### config.mk
export PLATFORM = sky130hd
export DESIGN_NAME = priority_voice_allocator
export DESIGN_NICKNAME = d
export VERILOG_FILES = /design/src/hdl/pva_pkg.sv /design/src/hdl/pva_ram.sv /design/src/hdl/priority_voice_allocator.sv
export VERILOG_INCLUDE_DIRS = /design/src /design/src/hdl
export SDC_FILE = /design/constraint.sdc
export NUM_CORES = 2
export LEC_CHECK = 0
export ABC_AREA = 1
export BUFFER_PORTS_ARGS = -buffer_cell sky130_fd_sc_hd__buf_2
export CORE_UTILIZATION = 57
export CTS_CLUSTER_SIZE = 25
export DETAILED_ROUTE_END_ITERATION = 6
export GPL_TIMING_DRIVEN = 0
export PLACE_DENSITY_LB_ADDON = 0.05
export SKIP_LAST_GASP = 1
export SYNTH_ARGS = -nofsm -noshare
export SYNTH_HDL_FRONTEND = slang
export SYNTH_SLANG_ARGS = --single-unit
### constraint.sdc
create_clock -name i_clk -period 4.54 [get_ports i_clk]
set_clock_uncertainty 0.05 [all_clocks]
set_input_delay 0.908 -clock i_clk [delete_from_list [all_inputs] [get_ports i_clk]]
set_output_delay 0.908 -clock i_clk [all_outputs]
set_load 0.03 [all_outputs]
### src/hdl/priority_voice_allocator_macros.svh
// Assertion macros shared by the voice allocator RTL.
// Depends on a clock i_clk and an active-low reset i_rst_n in the using module.
`ifndef PRIORITY_VOICE_ALLOCATOR_MACROS_SVH
`define PRIORITY_VOICE_ALLOCATOR_MACROS_SVH

// Check a condition at every clock edge outside reset.
`define PVA_ASSERT_ALWAYS(lbl, cond, msg) \
    lbl: assert property (@(posedge i_clk) disable iff (!i_rst_n) (cond)) else $error(msg);

// Check a consequence in the same cycle as its trigger.
`define PVA_ASSERT_IMPL(lbl, ante, cons, msg) \
    lbl: assert property (@(posedge i_clk) disable iff (!i_rst_n) (ante) |-> (cons)) \
        else $error(msg);

// Check a consequence in the cycle after its trigger.
`define PVA_ASSERT_NEXT(lbl, ante, cons, msg) \
    lbl: assert property (@(posedge i_clk) disable iff (!i_rst_n) (ante) |=> (cons)) \
        else $error(msg);

`endif

### src/hdl/pva_pkg.sv
// Shared types and constants of the priority voice allocator.
// No dependencies; imported by every RTL file of the block.
package pva_pkg;

    localparam int unsigned NUM_VOICES_DEF    = 32;
    localparam int unsigned NUM_SOUND_IDS_DEF = 64;
    localparam int unsigned PRIORITY_BITS_DEF = 8;

    localparam logic OP_PLAY = 1'b0;
    localparam logic OP_STOP = 1'b1;

    typedef enum logic [2:0] {
        ST_GRANTED = 3'd0,
        ST_LIMIT   = 3'd1,
        ST_LOWPRIO = 3'd2,
        ST_STOPPED = 3'd3,
        ST_IDLE    = 3'd4
    } t_status;

    typedef struct packed {
        logic       operation;
        logic [5:0] sound_id;
        logic [7:0] priority_req;
        logic [5:0] max_playbacks;
        logic [4:0] voice;
    } t_pva_in;

    typedef struct packed {
        t_status    status;
        logic [4:0] granted_voice;
        logic       stole;
        logic [4:0] stolen_voice;
        logic [5:0] active_count;
    } t_pva_out;

endpackage

### src/hdl/pva_ram.sv
// Generic simple dual-port RAM: one write port, one registered read port.
// Uses pva_pkg for the default depth, NUM_VOICES_DEF.
module pva_ram
    import pva_pkg::*;
#(
    parameter int unsigned WIDTH = 8,
    parameter int unsigned DEPTH = NUM_VOICES_DEF
) (
    input  logic                                   i_clk,
    input  logic                                   i_we,
    input  logic [(DEPTH > 1 ? $clog2(DEPTH) : 1)-1:0] i_waddr,
    input  logic [WIDTH-1:0]                       i_wdata,
    input  logic [(DEPTH > 1 ? $clog2(DEPTH) : 1)-1:0] i_raddr,
    output logic [WIDTH-1:0]                       o_rdata
);

    logic [WIDTH-1:0] r_mem [DEPTH];
    logic [WIDTH-1:0] r_rdata;

    always_ff @(posedge i_clk) begin
        if (i_we) begin
            r_mem[i_waddr] <= i_wdata;
        end
        r_rdata <= r_mem[i_raddr];
    end

    assign o_rdata = r_rdata;

endmodule

### src/hdl/priority_voice_allocator.sv
// Priority voice allocator top level. One beat is in work at a time: the input stalls
// from acceptance until the result is handed to the output register, and the work per
// beat is set by the walk over the active-list memory (one entry a cycle); a stalled
// output beat holds the result and keeps the next beat waiting.
// Synchronous active-low reset, then a clearing pass over max(NUM_VOICES, NUM_SOUND_IDS)
// entries fills the free stack and zeroes the use counts; input stalls until it ends.
`include "priority_voice_allocator_macros.svh"

module priority_voice_allocator
    import pva_pkg::*;
#(
    parameter int unsigned NUM_VOICES    = NUM_VOICES_DEF,
    parameter int unsigned NUM_SOUND_IDS = NUM_SOUND_IDS_DEF,
    parameter int unsigned PRIORITY_BITS = PRIORITY_BITS_DEF
) (
    input  logic     i_clk,
    input  logic     i_rst_n,
    input  logic     i_in_valid,
    output logic     o_in_stall,
    input  t_pva_in  i_in,
    output logic     o_out_valid,
    input  logic     i_out_stall,
    output t_pva_out o_out
);

    // Widths: voice index, counts up to NUM_VOICES, sound index, list entry.
    localparam int unsigned VW     = $clog2(NUM_VOICES);
    localparam int unsigned CW     = $clog2(NUM_VOICES + 1);
    localparam int unsigned SW     = (NUM_SOUND_IDS > 1) ? $clog2(NUM_SOUND_IDS) : 1;
    localparam int unsigned PB     = PRIORITY_BITS;
    localparam int unsigned EW     = VW + PB + SW;
    localparam int unsigned INIT_N = (NUM_VOICES > NUM_SOUND_IDS) ? NUM_VOICES
                                                                   : NUM_SOUND_IDS;
    localparam int unsigned IW     = $clog2(INIT_N + 1);

    // One slot of the active list, kept in rising priority order.
    typedef struct packed {
        logic [VW-1:0] voice;
        logic [PB-1:0] prio;
        logic [SW-1:0] snd;
    } t_entry;

    typedef enum logic [3:0] {
        S_INIT,   // clearing pass after reset
        S_IDLE,   // wait for a request beat
        S_PCHK,   // compare sound use count against the limit
        S_SLOW,   // all busy: inspect the lowest-priority voice
        S_SWALK,  // steal: shift lower entries down, find the slot
        S_POP,    // take a voice from the free stack
        S_IWALK,  // insert: shift higher entries up, find the slot
        S_INS,    // write the new entry
        S_RWALK,  // stop: find the voice, close the gap
        S_URD,    // read a use count
        S_UWR,    // write it back adjusted
        S_DONE    // hand the result to the output register
    } t_state;

    t_state               r_state, n_state;
    logic [IW-1:0]        r_init_idx, n_init_idx;
    logic [NUM_VOICES-1:0] r_active, n_active;
    logic [CW-1:0]        r_pc, n_pc;          // playing voices
    logic [CW-1:0]        r_fc, n_fc;          // free stack depth
    logic                 r_op, n_op;
    logic [5:0]           r_snd, n_snd;
    logic [PB-1:0]        r_prio, n_prio;
    logic [5:0]           r_limit, n_limit;
    logic [VW-1:0]        r_voice, n_voice;
    logic [CW-1:0]        r_idx, n_idx;
    logic [VW-1:0]        r_pos, n_pos;
    logic                 r_found, n_found;
    logic [VW-1:0]        r_new_voice, n_new_voice;
    logic [SW-1:0]        r_old_snd, n_old_snd;
    logic                 r_stole, n_stole;
    t_status              r_status, n_status;
    logic [SW-1:0]        r_use_addr, n_use_addr;
    logic                 r_use_inc, n_use_inc;
    logic                 r_out_valid, n_out_valid;
    t_pva_out             r_out, n_out;

    // Memory ports.
    logic          w_list_we;
    logic [VW-1:0] w_list_waddr, w_list_raddr;
    t_entry        w_list_wdata, w_entry;
    logic [EW-1:0] w_list_rdata;
    logic          w_free_we;
    logic [VW-1:0] w_free_waddr, w_free_raddr, w_free_rdata, w_free_wdata;
    logic          w_use_we;
    logic [SW-1:0] w_use_waddr, w_use_raddr;
    logic [CW-1:0] w_use_wdata, w_use_rdata;

    logic            w_accept;
    logic [PB+7:0]   w_prio_ext;
    logic [PB-1:0]   w_prio_in;
    logic [VW-1:0]   w_vidx;
    logic            w_vreq_ok;
    logic            w_snd_ok;
    logic [SW-1:0]   w_snd_fnd;

    // Active list: one entry per playing voice, lowest priority at index 0.
    pva_ram #(.WIDTH(EW), .DEPTH(NUM_VOICES)) u_list_ram (
        .i_clk   (i_clk),
        .i_we    (w_list_we),
        .i_waddr (w_list_waddr),
        .i_wdata (w_list_wdata),
        .i_raddr (w_list_raddr),
        .o_rdata (w_list_rdata)
    );

    // LIFO of idle voices; top is entry r_fc - 1.
    pva_ram #(.WIDTH(VW), .DEPTH(NUM_VOICES)) u_free_ram (
        .i_clk   (i_clk),
        .i_we    (w_free_we),
        .i_waddr (w_free_waddr),
        .i_wdata (w_free_wdata),
        .i_raddr (w_free_raddr),
        .o_rdata (w_free_rdata)
    );

    // Voices held by each sound.
    pva_ram #(.WIDTH(CW), .DEPTH(NUM_SOUND_IDS)) u_use_ram (
        .i_clk   (i_clk),
        .i_we    (w_use_we),
        .i_waddr (w_use_waddr),
        .i_wdata (w_use_wdata),
        .i_raddr (w_use_raddr),
        .o_rdata (w_use_rdata)
    );

    assign w_entry    = w_list_rdata;
    assign o_in_stall = (r_state != S_IDLE);
    assign w_accept   = i_in_valid && (r_state == S_IDLE);

    // Take the request priority in its low PRIORITY_BITS bits.
    assign w_prio_ext = {PB'(0), i_in.priority_req};
    assign w_prio_in  = w_prio_ext[PB-1:0];
    assign w_vidx     = VW'(i_in.voice);
    assign w_vreq_ok  = (32'(i_in.voice) < NUM_VOICES);
    assign w_snd_ok   = (32'(i_in.sound_id) < NUM_SOUND_IDS);
    assign w_snd_fnd  = r_found ? r_old_snd : w_entry.snd;

    always_comb begin
        n_state     = r_state;
        n_init_idx  = r_init_idx;
        n_active    = r_active;
        n_pc        = r_pc;
        n_fc        = r_fc;
        n_op        = r_op;
        n_snd       = r_snd;
        n_prio      = r_prio;
        n_limit     = r_limit;
        n_voice     = r_voice;
        n_idx       = r_idx;
        n_pos       = r_pos;
        n_found     = r_found;
        n_new_voice = r_new_voice;
        n_old_snd   = r_old_snd;
        n_stole     = r_stole;
        n_status    = r_status;
        n_use_addr  = r_use_addr;
        n_use_inc   = r_use_inc;
        n_out_valid = r_out_valid;
        n_out       = r_out;

        w_list_we    = 1'b0;
        w_list_waddr = '0;
        w_list_wdata = w_entry;
        w_list_raddr = '0;
        w_free_we    = 1'b0;
        w_free_waddr = '0;
        w_free_wdata = r_voice;
        w_free_raddr = '0;
        w_use_we     = 1'b0;
        w_use_waddr  = r_use_addr;
        w_use_wdata  = '0;
        w_use_raddr  = r_use_addr;

        // Drop the output beat once taken.
        if (r_out_valid && !i_out_stall) begin
            n_out_valid = 1'b0;
        end

        unique case (r_state)
            S_INIT: begin
                // Free stack holds voice 0 on top; use counts start at zero.
                w_free_we    = (32'(r_init_idx) < NUM_VOICES);
                w_free_waddr = VW'(r_init_idx);
                w_free_wdata = VW'(NUM_VOICES - 1 - 32'(r_init_idx));
                w_use_we     = (32'(r_init_idx) < NUM_SOUND_IDS);
                w_use_waddr  = SW'(r_init_idx);
                w_use_wdata  = '0;
                n_init_idx   = r_init_idx + IW'(1);
                if (32'(r_init_idx) == INIT_N - 1) begin
                    n_state = S_IDLE;
                end
            end
            S_IDLE: begin
                if (w_accept) begin
                    n_op      = i_in.operation;
                    n_snd     = i_in.sound_id;
                    n_prio    = w_prio_in;
                    n_limit   = i_in.max_playbacks;
                    n_voice   = w_vidx;
                    n_stole   = 1'b0;
                    n_found   = 1'b0;
                    n_idx     = '0;
                    if (i_in.operation == OP_STOP) begin
                        if (w_vreq_ok && r_active[w_vidx]) begin
                            w_list_raddr = '0;
                            n_state      = S_RWALK;
                        end else begin
                            n_status = ST_IDLE;
                            n_state  = S_DONE;
                        end
                    end else if (!w_snd_ok) begin
                        n_status = ST_LIMIT;
                        n_state  = S_DONE;
                    end else begin
                        w_use_raddr = SW'(i_in.sound_id);
                        n_state     = S_PCHK;
                    end
                end
            end
            S_PCHK: begin
                if (32'(w_use_rdata) >= 32'(r_limit)) begin
                    n_status = ST_LIMIT;
                    n_state  = S_DONE;
                end else if (r_pc == CW'(NUM_VOICES)) begin
                    w_list_raddr = '0;
                    n_state      = S_SLOW;
                end else begin
                    w_free_raddr = VW'(r_fc - CW'(1));
                    n_state      = S_POP;
                end
            end
            S_SLOW: begin
                if (r_prio < w_entry.prio) begin
                    n_status = ST_LOWPRIO;
                    n_state  = S_DONE;
                end else begin
                    // The stolen voice is reused directly; the free stack is not touched.
                    n_stole      = 1'b1;
                    n_new_voice  = w_entry.voice;
                    n_old_snd    = w_entry.snd;
                    n_idx        = CW'(1);
                    w_list_raddr = VW'(1);
                    n_state      = S_SWALK;
                end
            end
            S_SWALK: begin
                if (w_entry.prio < r_prio) begin
                    w_list_we    = 1'b1;
                    w_list_waddr = VW'(r_idx - CW'(1));
                    w_list_wdata = w_entry;
                    if ((r_idx + CW'(1)) == r_pc) begin
                        n_pos   = VW'(r_idx);
                        n_state = S_INS;
                    end else begin
                        n_idx        = r_idx + CW'(1);
                        w_list_raddr = VW'(r_idx + CW'(1));
                    end
                end else begin
                    n_pos   = VW'(r_idx - CW'(1));
                    n_state = S_INS;
                end
            end
            S_POP: begin
                n_new_voice = w_free_rdata;
                if (r_pc == '0) begin
                    n_pos   = '0;
                    n_state = S_INS;
                end else begin
                    n_idx        = r_pc - CW'(1);
                    w_list_raddr = VW'(r_pc - CW'(1));
                    n_state      = S_IWALK;
                end
            end
            S_IWALK: begin
                // New voice lands below the first entry of equal or greater priority.
                if (w_entry.prio >= r_prio) begin
                    w_list_we    = 1'b1;
                    w_list_waddr = VW'(r_idx + CW'(1));
                    w_list_wdata = w_entry;
                    if (r_idx == '0) begin
                        n_pos   = '0;
                        n_state = S_INS;
                    end else begin
                        n_idx        = r_idx - CW'(1);
                        w_list_raddr = VW'(r_idx - CW'(1));
                    end
                end else begin
                    n_pos   = VW'(r_idx + CW'(1));
                    n_state = S_INS;
                end
            end
            S_INS: begin
                w_list_we          = 1'b1;
                w_list_waddr       = r_pos;
                w_list_wdata.voice = r_new_voice;
                w_list_wdata.prio  = r_prio;
                w_list_wdata.snd   = SW'(r_snd);
                n_active[r_new_voice] = 1'b1;
                n_status = ST_GRANTED;
                if (r_stole) begin
                    n_use_addr = r_old_snd;
                    n_use_inc  = 1'b0;
                end else begin
                    // Retire the popped stack entry together with the new playing voice.
                    n_pc       = r_pc + CW'(1);
                    n_fc       = r_fc - CW'(1);
                    n_use_addr = SW'(r_snd);
                    n_use_inc  = 1'b1;
                end
                n_state = S_URD;
            end
            S_RWALK: begin
                if (r_found) begin
                    w_list_we    = 1'b1;
                    w_list_waddr = VW'(r_idx - CW'(1));
                    w_list_wdata = w_entry;
                end else if (w_entry.voice == r_voice) begin
                    n_found   = 1'b1;
                    n_old_snd = w_entry.snd;
                end
                if ((r_idx + CW'(1)) == r_pc) begin
                    n_pc              = r_pc - CW'(1);
                    n_active[r_voice] = 1'b0;
                    w_free_we         = 1'b1;
                    w_free_waddr      = VW'(r_fc);
                    w_free_wdata      = r_voice;
                    n_fc              = r_fc + CW'(1);
                    n_status          = ST_STOPPED;
                    n_use_addr        = w_snd_fnd;
                    n_use_inc         = 1'b0;
                    n_state           = S_URD;
                end else begin
                    n_idx        = r_idx + CW'(1);
                    w_list_raddr = VW'(r_idx + CW'(1));
                end
            end
            S_URD: begin
                w_use_raddr = r_use_addr;
                n_state     = S_UWR;
            end
            S_UWR: begin
                w_use_waddr = r_use_addr;
                if (r_use_inc) begin
                    w_use_we    = 1'b1;
                    w_use_wdata = w_use_rdata + CW'(1);
                end else begin
                    w_use_we    = (w_use_rdata != '0);
                    w_use_wdata = w_use_rdata - CW'(1);
                end
                // After releasing a stolen voice, count the new sound.
                if (!r_use_inc && r_op == OP_PLAY) begin
                    n_use_addr = SW'(r_snd);
                    n_use_inc  = 1'b1;
                    n_state    = S_URD;
                end else begin
                    n_state = S_DONE;
                end
            end
            S_DONE: begin
                if (!r_out_valid || !i_out_stall) begin
                    n_out.status        = r_status;
                    n_out.granted_voice = (r_status == ST_GRANTED) ? 5'(r_new_voice) : '0;
                    n_out.stole         = r_stole && (r_status == ST_GRANTED);
                    n_out.stolen_voice  = (r_stole && r_status == ST_GRANTED)
                                          ? 5'(r_new_voice) : '0;
                    n_out.active_count  = 6'(r_pc);
                    n_out_valid         = 1'b1;
                    n_state             = S_IDLE;
                end
            end
            default: begin
                n_state = S_IDLE;
            end
        endcase
    end

    always_ff @(posedge i_clk) begin
        if (!i_rst_n) begin
            r_state     <= S_INIT;
            r_init_idx  <= '0;
            r_active    <= '0;
            r_pc        <= '0;
            r_fc        <= CW'(NUM_VOICES);
            r_out_valid <= 1'b0;
        end else begin
            r_state     <= n_state;
            r_init_idx  <= n_init_idx;
            r_active    <= n_active;
            r_pc        <= n_pc;
            r_fc        <= n_fc;
            r_out_valid <= n_out_valid;
        end
        r_op        <= n_op;
        r_snd       <= n_snd;
        r_prio      <= n_prio;
        r_limit     <= n_limit;
        r_voice     <= n_voice;
        r_idx       <= n_idx;
        r_pos       <= n_pos;
        r_found     <= n_found;
        r_new_voice <= n_new_voice;
        r_old_snd   <= n_old_snd;
        r_stole     <= n_stole;
        r_status    <= n_status;
        r_use_addr  <= n_use_addr;
        r_use_inc   <= n_use_inc;
        r_out       <= n_out;
    end

    assign o_out_valid = r_out_valid;
    assign o_out       = r_out;

    // Every voice is either on the free stack or in the active list.
    `PVA_ASSERT_ALWAYS(a_voice_total, (32'(r_pc) + 32'(r_fc)) == NUM_VOICES, "voice count lost")
    `PVA_ASSERT_ALWAYS(a_active_bits, $countones(r_active) == int'(r_pc), "active bits mismatch")
    `PVA_ASSERT_IMPL(a_steal_reuse, o_out_valid && o_out.stole, (o_out.status == ST_GRANTED) && (o_out.stolen_voice == o_out.granted_voice), "stolen voice not reused")
    `PVA_ASSERT_NEXT(a_busy_after_accept, w_accept, o_in_stall, "accepted while busy")

endmodule
======== Yosys cells after proc, flatten, opt, wreduce, memory -nomap -nowiden ========
Memory sizes are Yosys's and may differ from the RTL's. A register that Yosys moved wholly into a read port is not among the register bits.
Index checks and enable logic that the tools add are counted.
operators by class
  reductions and logical operators ........ 37
  add/subtract/negate cells ............... 10
  bitwise operators ....................... 4
  equality and inequality tests ........... 36
  multipliers ............................. 0
  divide/modulo/power cells ............... 0
  shift operators ......................... 0
  order comparisons ....................... 11
  mux-type cells .......................... 113
operator list
  kind                                                                   number
  6-bit 2-to-1 mux                                                       24
  5-bit 2-to-1 mux                                                       19
  32-bit case mux with 2 select lines                                    1
  4-bit case mux with 12 select lines                                    1
  4-bit 2-to-1 mux                                                       11
  2-bit inequality test (second input constant)                          18
  6-bit case mux with 2 select lines                                     3
  6-bit case mux with 6 select lines                                     1
  32-bit bitwise AND                                                     1
  32-bit 2-to-1 mux                                                      1
  32-bit inverter                                                        1
  32-bit OR                                                              1
  1-bit 2-to-1 mux                                                       26
  5-bit case mux with 5 select lines                                     1
  6-bit by 1-bit adder with 6-bit output (second input constant)         4
  6-bit by 1-bit subtractor with 6-bit output (second input constant)    4
  3-bit 2-to-1 mux                                                       7
  5-bit case mux with 2 select lines                                     2
  5-bit case mux with 4 select lines                                     1
  19-bit 2-to-1 mux                                                      1
  5-bit by 6-bit < comparator with 1-bit output (second input constant)  3
  6-bit case mux with 3 select lines                                     1
  4-bit by 3-bit == test with 1-bit output (second input constant)       4
  4-bit == test (second input constant)                                  4
  40 further kinds                                                       71
word-level totals
  memories ................................ 3
  memory bits (read-only) ................. 0
  flip-flop bits (word level) ............. 136
  output and inout bits ................... 22
  bits in latches ......................... 0
  bits in writable memories ............... 1152
  input bits .............................. 30
memories
  name              depth  width  read ports  clocked after memory_dff  wr ports  RTL line       RTL
  u_list_ram.r_mem  32     19     1           1                         1         pva_ram.sv:17  logic [WIDTH-1:0] r_mem [DEPTH];
  u_use_ram.r_mem   64     6      1           1                         1         pva_ram.sv:17
  u_free_ram.r_mem  32     5      1           1                         1         pva_ram.sv:17

======== Logic depth before layout (Yosys ltp) ========
  depth after elaboration ................. 8
  depth in mapped cells ................... 24
  depth with buffers taken out ............ 22

======== Hierarchy ========
Synthesis repeated with hierarchy kept, for this count alone.
second synthesis, totals
  cell total of the unflattened synthesis .. 5213
  area, all modules ....................... 56386.6 um^2
modules (own cells, without submodules)
  module                    cells an instance  times used  area an instance (um^2)
  pva_ram at u_list_ram     2120               1           25235.5
  pva_ram at u_use_ram      1376               1           15930.3
  priority_voice_allocator  1122               1           8424.3
  pva_ram at u_free_ram     595                1           6796.5

======== Worst setup path after synthesis ========
Ideal clock, no wire load.
  path type ............................... register to register
  from .................................... register r_use_inc
  to ...................................... memory u_use_ram.r_mem[0][3] (netlist bit), data pin
  slack ................................... 0.267 ns
  arrival time ............................ 3.543 ns
  clock period less this slack ............ 4.273 ns
  required time ........................... 3.809 ns
  cell stages (with the launch flop) ...... 8
  cell sequence ........................... edfxtp_1 -> inv_1 -> ha_1 -> a21oi_1 -> nor2_1 -> nor2_1 -> nor2_1 -> nor3_1
between the ends
  longest elaborated chain between the ends .. 2
ends and longest elaborated chain
  item                      RTL line                         RTL
  start, declared           priority_voice_allocator.sv:76   logic r_use_inc, n_use_inc;
  start signal, assigned    priority_voice_allocator.sv:409  r_use_inc <= n_use_inc;
  6-bit 2-to-1 mux          priority_voice_allocator.sv:346  if (r_use_inc) begin
  6-bit 2-to-1 mux          priority_voice_allocator.sv:182  unique case (r_state)
  via u_use_ram.i_wdata[3]  pva_ram.sv:12                    input logic [WIDTH-1:0] i_wdata,
  end, declared             pva_ram.sv:17
The timed path passes the listed nets, and every way through them passes these cells.

======== Worst setup path in the final report ========
  from .................................... register r_prio[5]
  to ...................................... memory u_list_ram.r_mem[25][16] (netlist bit) (enable)
between the ends
  longest elaborated chain between the ends .. 5
  elaborated cells on any way between the ends .. 10
ends and longest elaborated chain
  item                                                              RTL line                                                          RTL
  start, declared                                                   priority_voice_allocator.sv:65                                    logic [PB-1:0] r_prio, n_prio;
  start signal, assigned                                            priority_voice_allocator.sv:398                                   r_prio <= n_prio;
  8-bit >= comparator / 8-bit < comparator (equally long branches)  priority_voice_allocator.sv:279, priority_voice_allocator.sv:250
  1-bit 2-to-1 mux (on tied branches)                               priority_voice_allocator.sv:279, priority_voice_allocator.sv:250
  1-bit case mux with 4 select lines                                priority_voice_allocator.sv:182
  1-bit 2-to-1 mux                                                  pva_ram.sv:21                                                     if (i_we) begin
  1-bit 2-to-1 mux (implied by the code)                            pva_ram.sv:22                                                     r_mem[i_waddr] <= i_wdata;
  end, declared                                                     pva_ram.sv:17
Several ways; a longest one is shown, not always the timed one.

==> out/qor.yml <==
cells_and_area:
  layout_common_cells: "1232 x edfxtp_1, 908 x nand3_1, 876 x nand2_1"
  area_delta_synth_final_pct: 14.06
  nets: 5643
  drive_above_1_share_pct: 11.77
  final_common_cell: "edfxtp_1"
  fillers: 7782
drt:
  wirelength_um: 187400
  drc_errors: 3
  via_per_inst: 6.014
  drt-pass1-iter-count: 7
  drt_iter0_drc: 5401
  vias: 42450
  wire_per_inst_um: 26.55
  ant_nets: 0
floorplan:
  initial_core_util_pct: 57.74
  dieHeight_um: 321.0
  die-area_sq_mm: 0.1030
  die_x_um: 321.0
  ioPinCount: 52
  core-area_sq_mm: 0.1004
  rows: 116
setup_path:
  start_kind: "flip-flop"
  ff2ff_setup_slack_ps: 80
  crit_arrival_ps: 4860
  critPathMaxFanout: 10
  r2r_start: "r_prio[5]"
  cp.required_ps: 4940
  worst_r2r_path_depth: 12
  endpoint_kind: "flip-flop"
  critical_path_class: "reg2reg"
  cp-startpoint: "r_prio[5]"
sta:
  setup_viol: 0
  worst_slack_ps: 80.50
  tns_ps: 0
  fmaxAchievable_mhz: 224.2
  rsz0062_at_grt: "true"
  slew_violations: 0
  tightestPinTransition_ps: 1255
  finalHoldViolations: 0
  min_period_over_period_pct: 98.23
  period_minus_slack_ps: 4459
  max_slew_margin_pct: 16.03
outcome:
  status: "finished, violations left"
  violations: "DRC"
clock_tree:
  path_clk_slew_ps: 60
  insertion_delay_ps: 760
  htreeDepth: 4
  post_cts_buffers: 0
  cts_buffer_depth: 3
  cts_root_buffer: "clkbuf_16"
  cts_tree: "built"
  numCtsBuffers: 139
  clock_sinks: 1317
hold_path:
  hold_class: "in2reg"
  hp-start: "i_in[6]"
  worstHoldPathCells: 1
synthesis:
  synth_area_sq_mm: 0.05800
  syn_inst: 5324
  synthSimpleGateAreaFrac_pct: 19.60
  synthMuxAreaShare_pct: 0.08630
  synth-edff-count: 1232
  yosysSeqAreaShare_pct: 66.72
  synthFlopType: "edfxtp_1"
  syn_nets: 5383
  synth_compound_area_share_pct: 5.952
  synth_adder_area_share_pct: 0.6386
  yosys_register_bits: 1317
  synthXorXnorAreaFrac_pct: 0.2718
  async_flop_share_pct: 0
  synth_top_family_by_area: "simple AND/OR/NAND/NOR gates"
  ys_types: 52
  avgSynthCellArea_sq_um: 10.89
  yosysWarnings: 0
global_routing:
  grtUsageTotal_pct: 36.49
  antenna_found_initial: 13
  grt_pass1_wl_um: 269500
  grt_max_degree: 43
  overflow: 0
  grt_pass1_vias: 40280
place:
  dpl_worst_slack_ps: 73.34
  dp_hpwl_um: 132000
  portBuffers: 50
  routabilityCongestion: 0.9939
pwr:
  p_leak_nw: 24.42
  ir_drop_v: 0.0003654
  pwr_density_cell_mw_per_mm2: 372.7
flow_run:
  drv_cap: 0
## per-layer routing
| layer | part of all wire, % | up-vias | track usage, % |
|---|---|---|---|
| li1 | - | 19060 | - |
| met1 | 39 | 20550 | 48.35 |
| met2 | 46 | 2352 | 57.61 |
| met3 | 9.4 | 482 | 6.555 |
| met4 | 5.6 | 4 | 19.50 |
| met5 | 0.013 | - | 0 |
## where the power goes
part / total (W) / switching [W] / internal, W / leakage (nW)
clock network: 0.0113 / 0.00467 / 0.00661 / 2.20
logic: 0.000224 / 0.000175 / 0.0000490 / 11.2
registers: 0.0131 / 0.0000105 / 0.0131 / 11.1
total: 0.0247 / 0.00486 / 0.0198 / 24.4
## Yosys cell counts, types with 11 or more instances
| cell type | instances | share of area (%) |
|---|---|---|
| nor2_1 | 370 | 2.4 |
| ha_1 | 28 | 0.60 |
| edfxtp_1 | 1232 | 64 |
| a31oi_1 | 11 | 0.12 |
| inv_1 | 640 | 4.1 |
| or2_2 | 100 | 1.1 |
| clkbuf_1 | 126 | 0.82 |
| nand3_1 | 908 | 7.8 |
| buf_4 | 23 | 0.30 |
| o211ai_1 | 242 | 3.1 |
| o221ai_1 | 11 | 0.17 |
| buf_2 | 127 | 1.1 |
| xor2_1 | 13 | 0.20 |
| nand4_1 | 15 | 0.16 |
| nor3_1 | 39 | 0.34 |
| a21oi_1 | 75 | 0.65 |
| dfxtp_1 | 85 | 2.9 |
| inv_2 | 19 | 0.12 |
| buf_1 | 12 | 0.078 |
| nand3b_1 | 133 | 1.7 |
| nand2_1 | 877 | 5.7 |
| o21ai_0 | 133 | 1.1 |
## flip-flops by register name, indices dropped and copies added, names as in the netlist, 6 cells and up
signal / cells
u_list_ram.o_rdata: 19
r_init_idx: 7
r_limit: 6
u_list_ram.r_mem: 608
r_idx: 6
r_use_addr: 6
u_use_ram.r_mem: 384
r_prio: 8
o_out: 20
u_use_ram.o_rdata: 6
r_active: 32
r_old_snd: 6
r_pc: 6
r_snd: 6
u_free_ram.r_mem: 160
## through the flow
stage	util (%)	area (sq um)	hold slack (ps)	instances	power (W)
after floorplan	-	58000	356.4	5324	0.01350
after global placement	59.68	59940	366.2	6731	0.01361
after detailed placement	61.36	61620	371.0	6800	0.01362
after CTS	65.84	66120	255.0	7051	0.02471
after global routing	65.85	66140	269.1	7052	0.02516
final	65.86	66150	285.0	7058	0.02466
## critical path, cell delays in order, from the launching register on
cell      delay (ps)
edfxtp_1         360
inv_1            150
ha_1             270
a21oi_1          150
nor2_1            60
nor2_1           160
nand3_1          180
nand2_1          250
nor2_1            60
a221oi_1         520
nand3_1          820
nor2_2           890
buf_8            250
## what timing repair did
action	in CTS	in global routing
endpoints found under the setup margin	0	11
endpoints found under the hold margin	0	0
hold buffers	0	0
gates resized for setup	0	3
## kinds of logic after synthesis
| family | count (synthesis) |
|---|---|
| AND/OR/NAND/NOR | 2472 |
| flip-flops | 1317 |
| buffers and inverters | 958 |
| AO/OA/AOI/OAI | 525 |
| adder cells (fa/ha/maj) | 29 |
| XOR/XNOR | 18 |
| multiplexers | 5 |
## layout make-up
cell class | instances | area (sq um) | share of cell area, %
clock inverters | 61 | 539.3 | 0.8152
repair buffers | 119 | 1540 | 2.328
plain buffers | 296 | 1416 | 2.141
multi-input cells | 3049 | 15790 | 23.87
clock buffers | 190 | 3963 | 5.990
flip-flops and latches | 1317 | 38700 | 58.50
inverters | 662 | 2487 | 3.760
diodes | 7 | 17.52 | 0.02648
well taps | 1357 | 1698 | 2.567
## final timing paths
kind / endpoint
setup / recovery: u_list_ram.r_mem[25][16]
hold / removal: r_limit[1]
setup reg to reg: u_list_ram.r_mem[25][16]
hold reg to reg: r_old_snd[2]
Note: power is estimated with default switching activity, not from simulation.
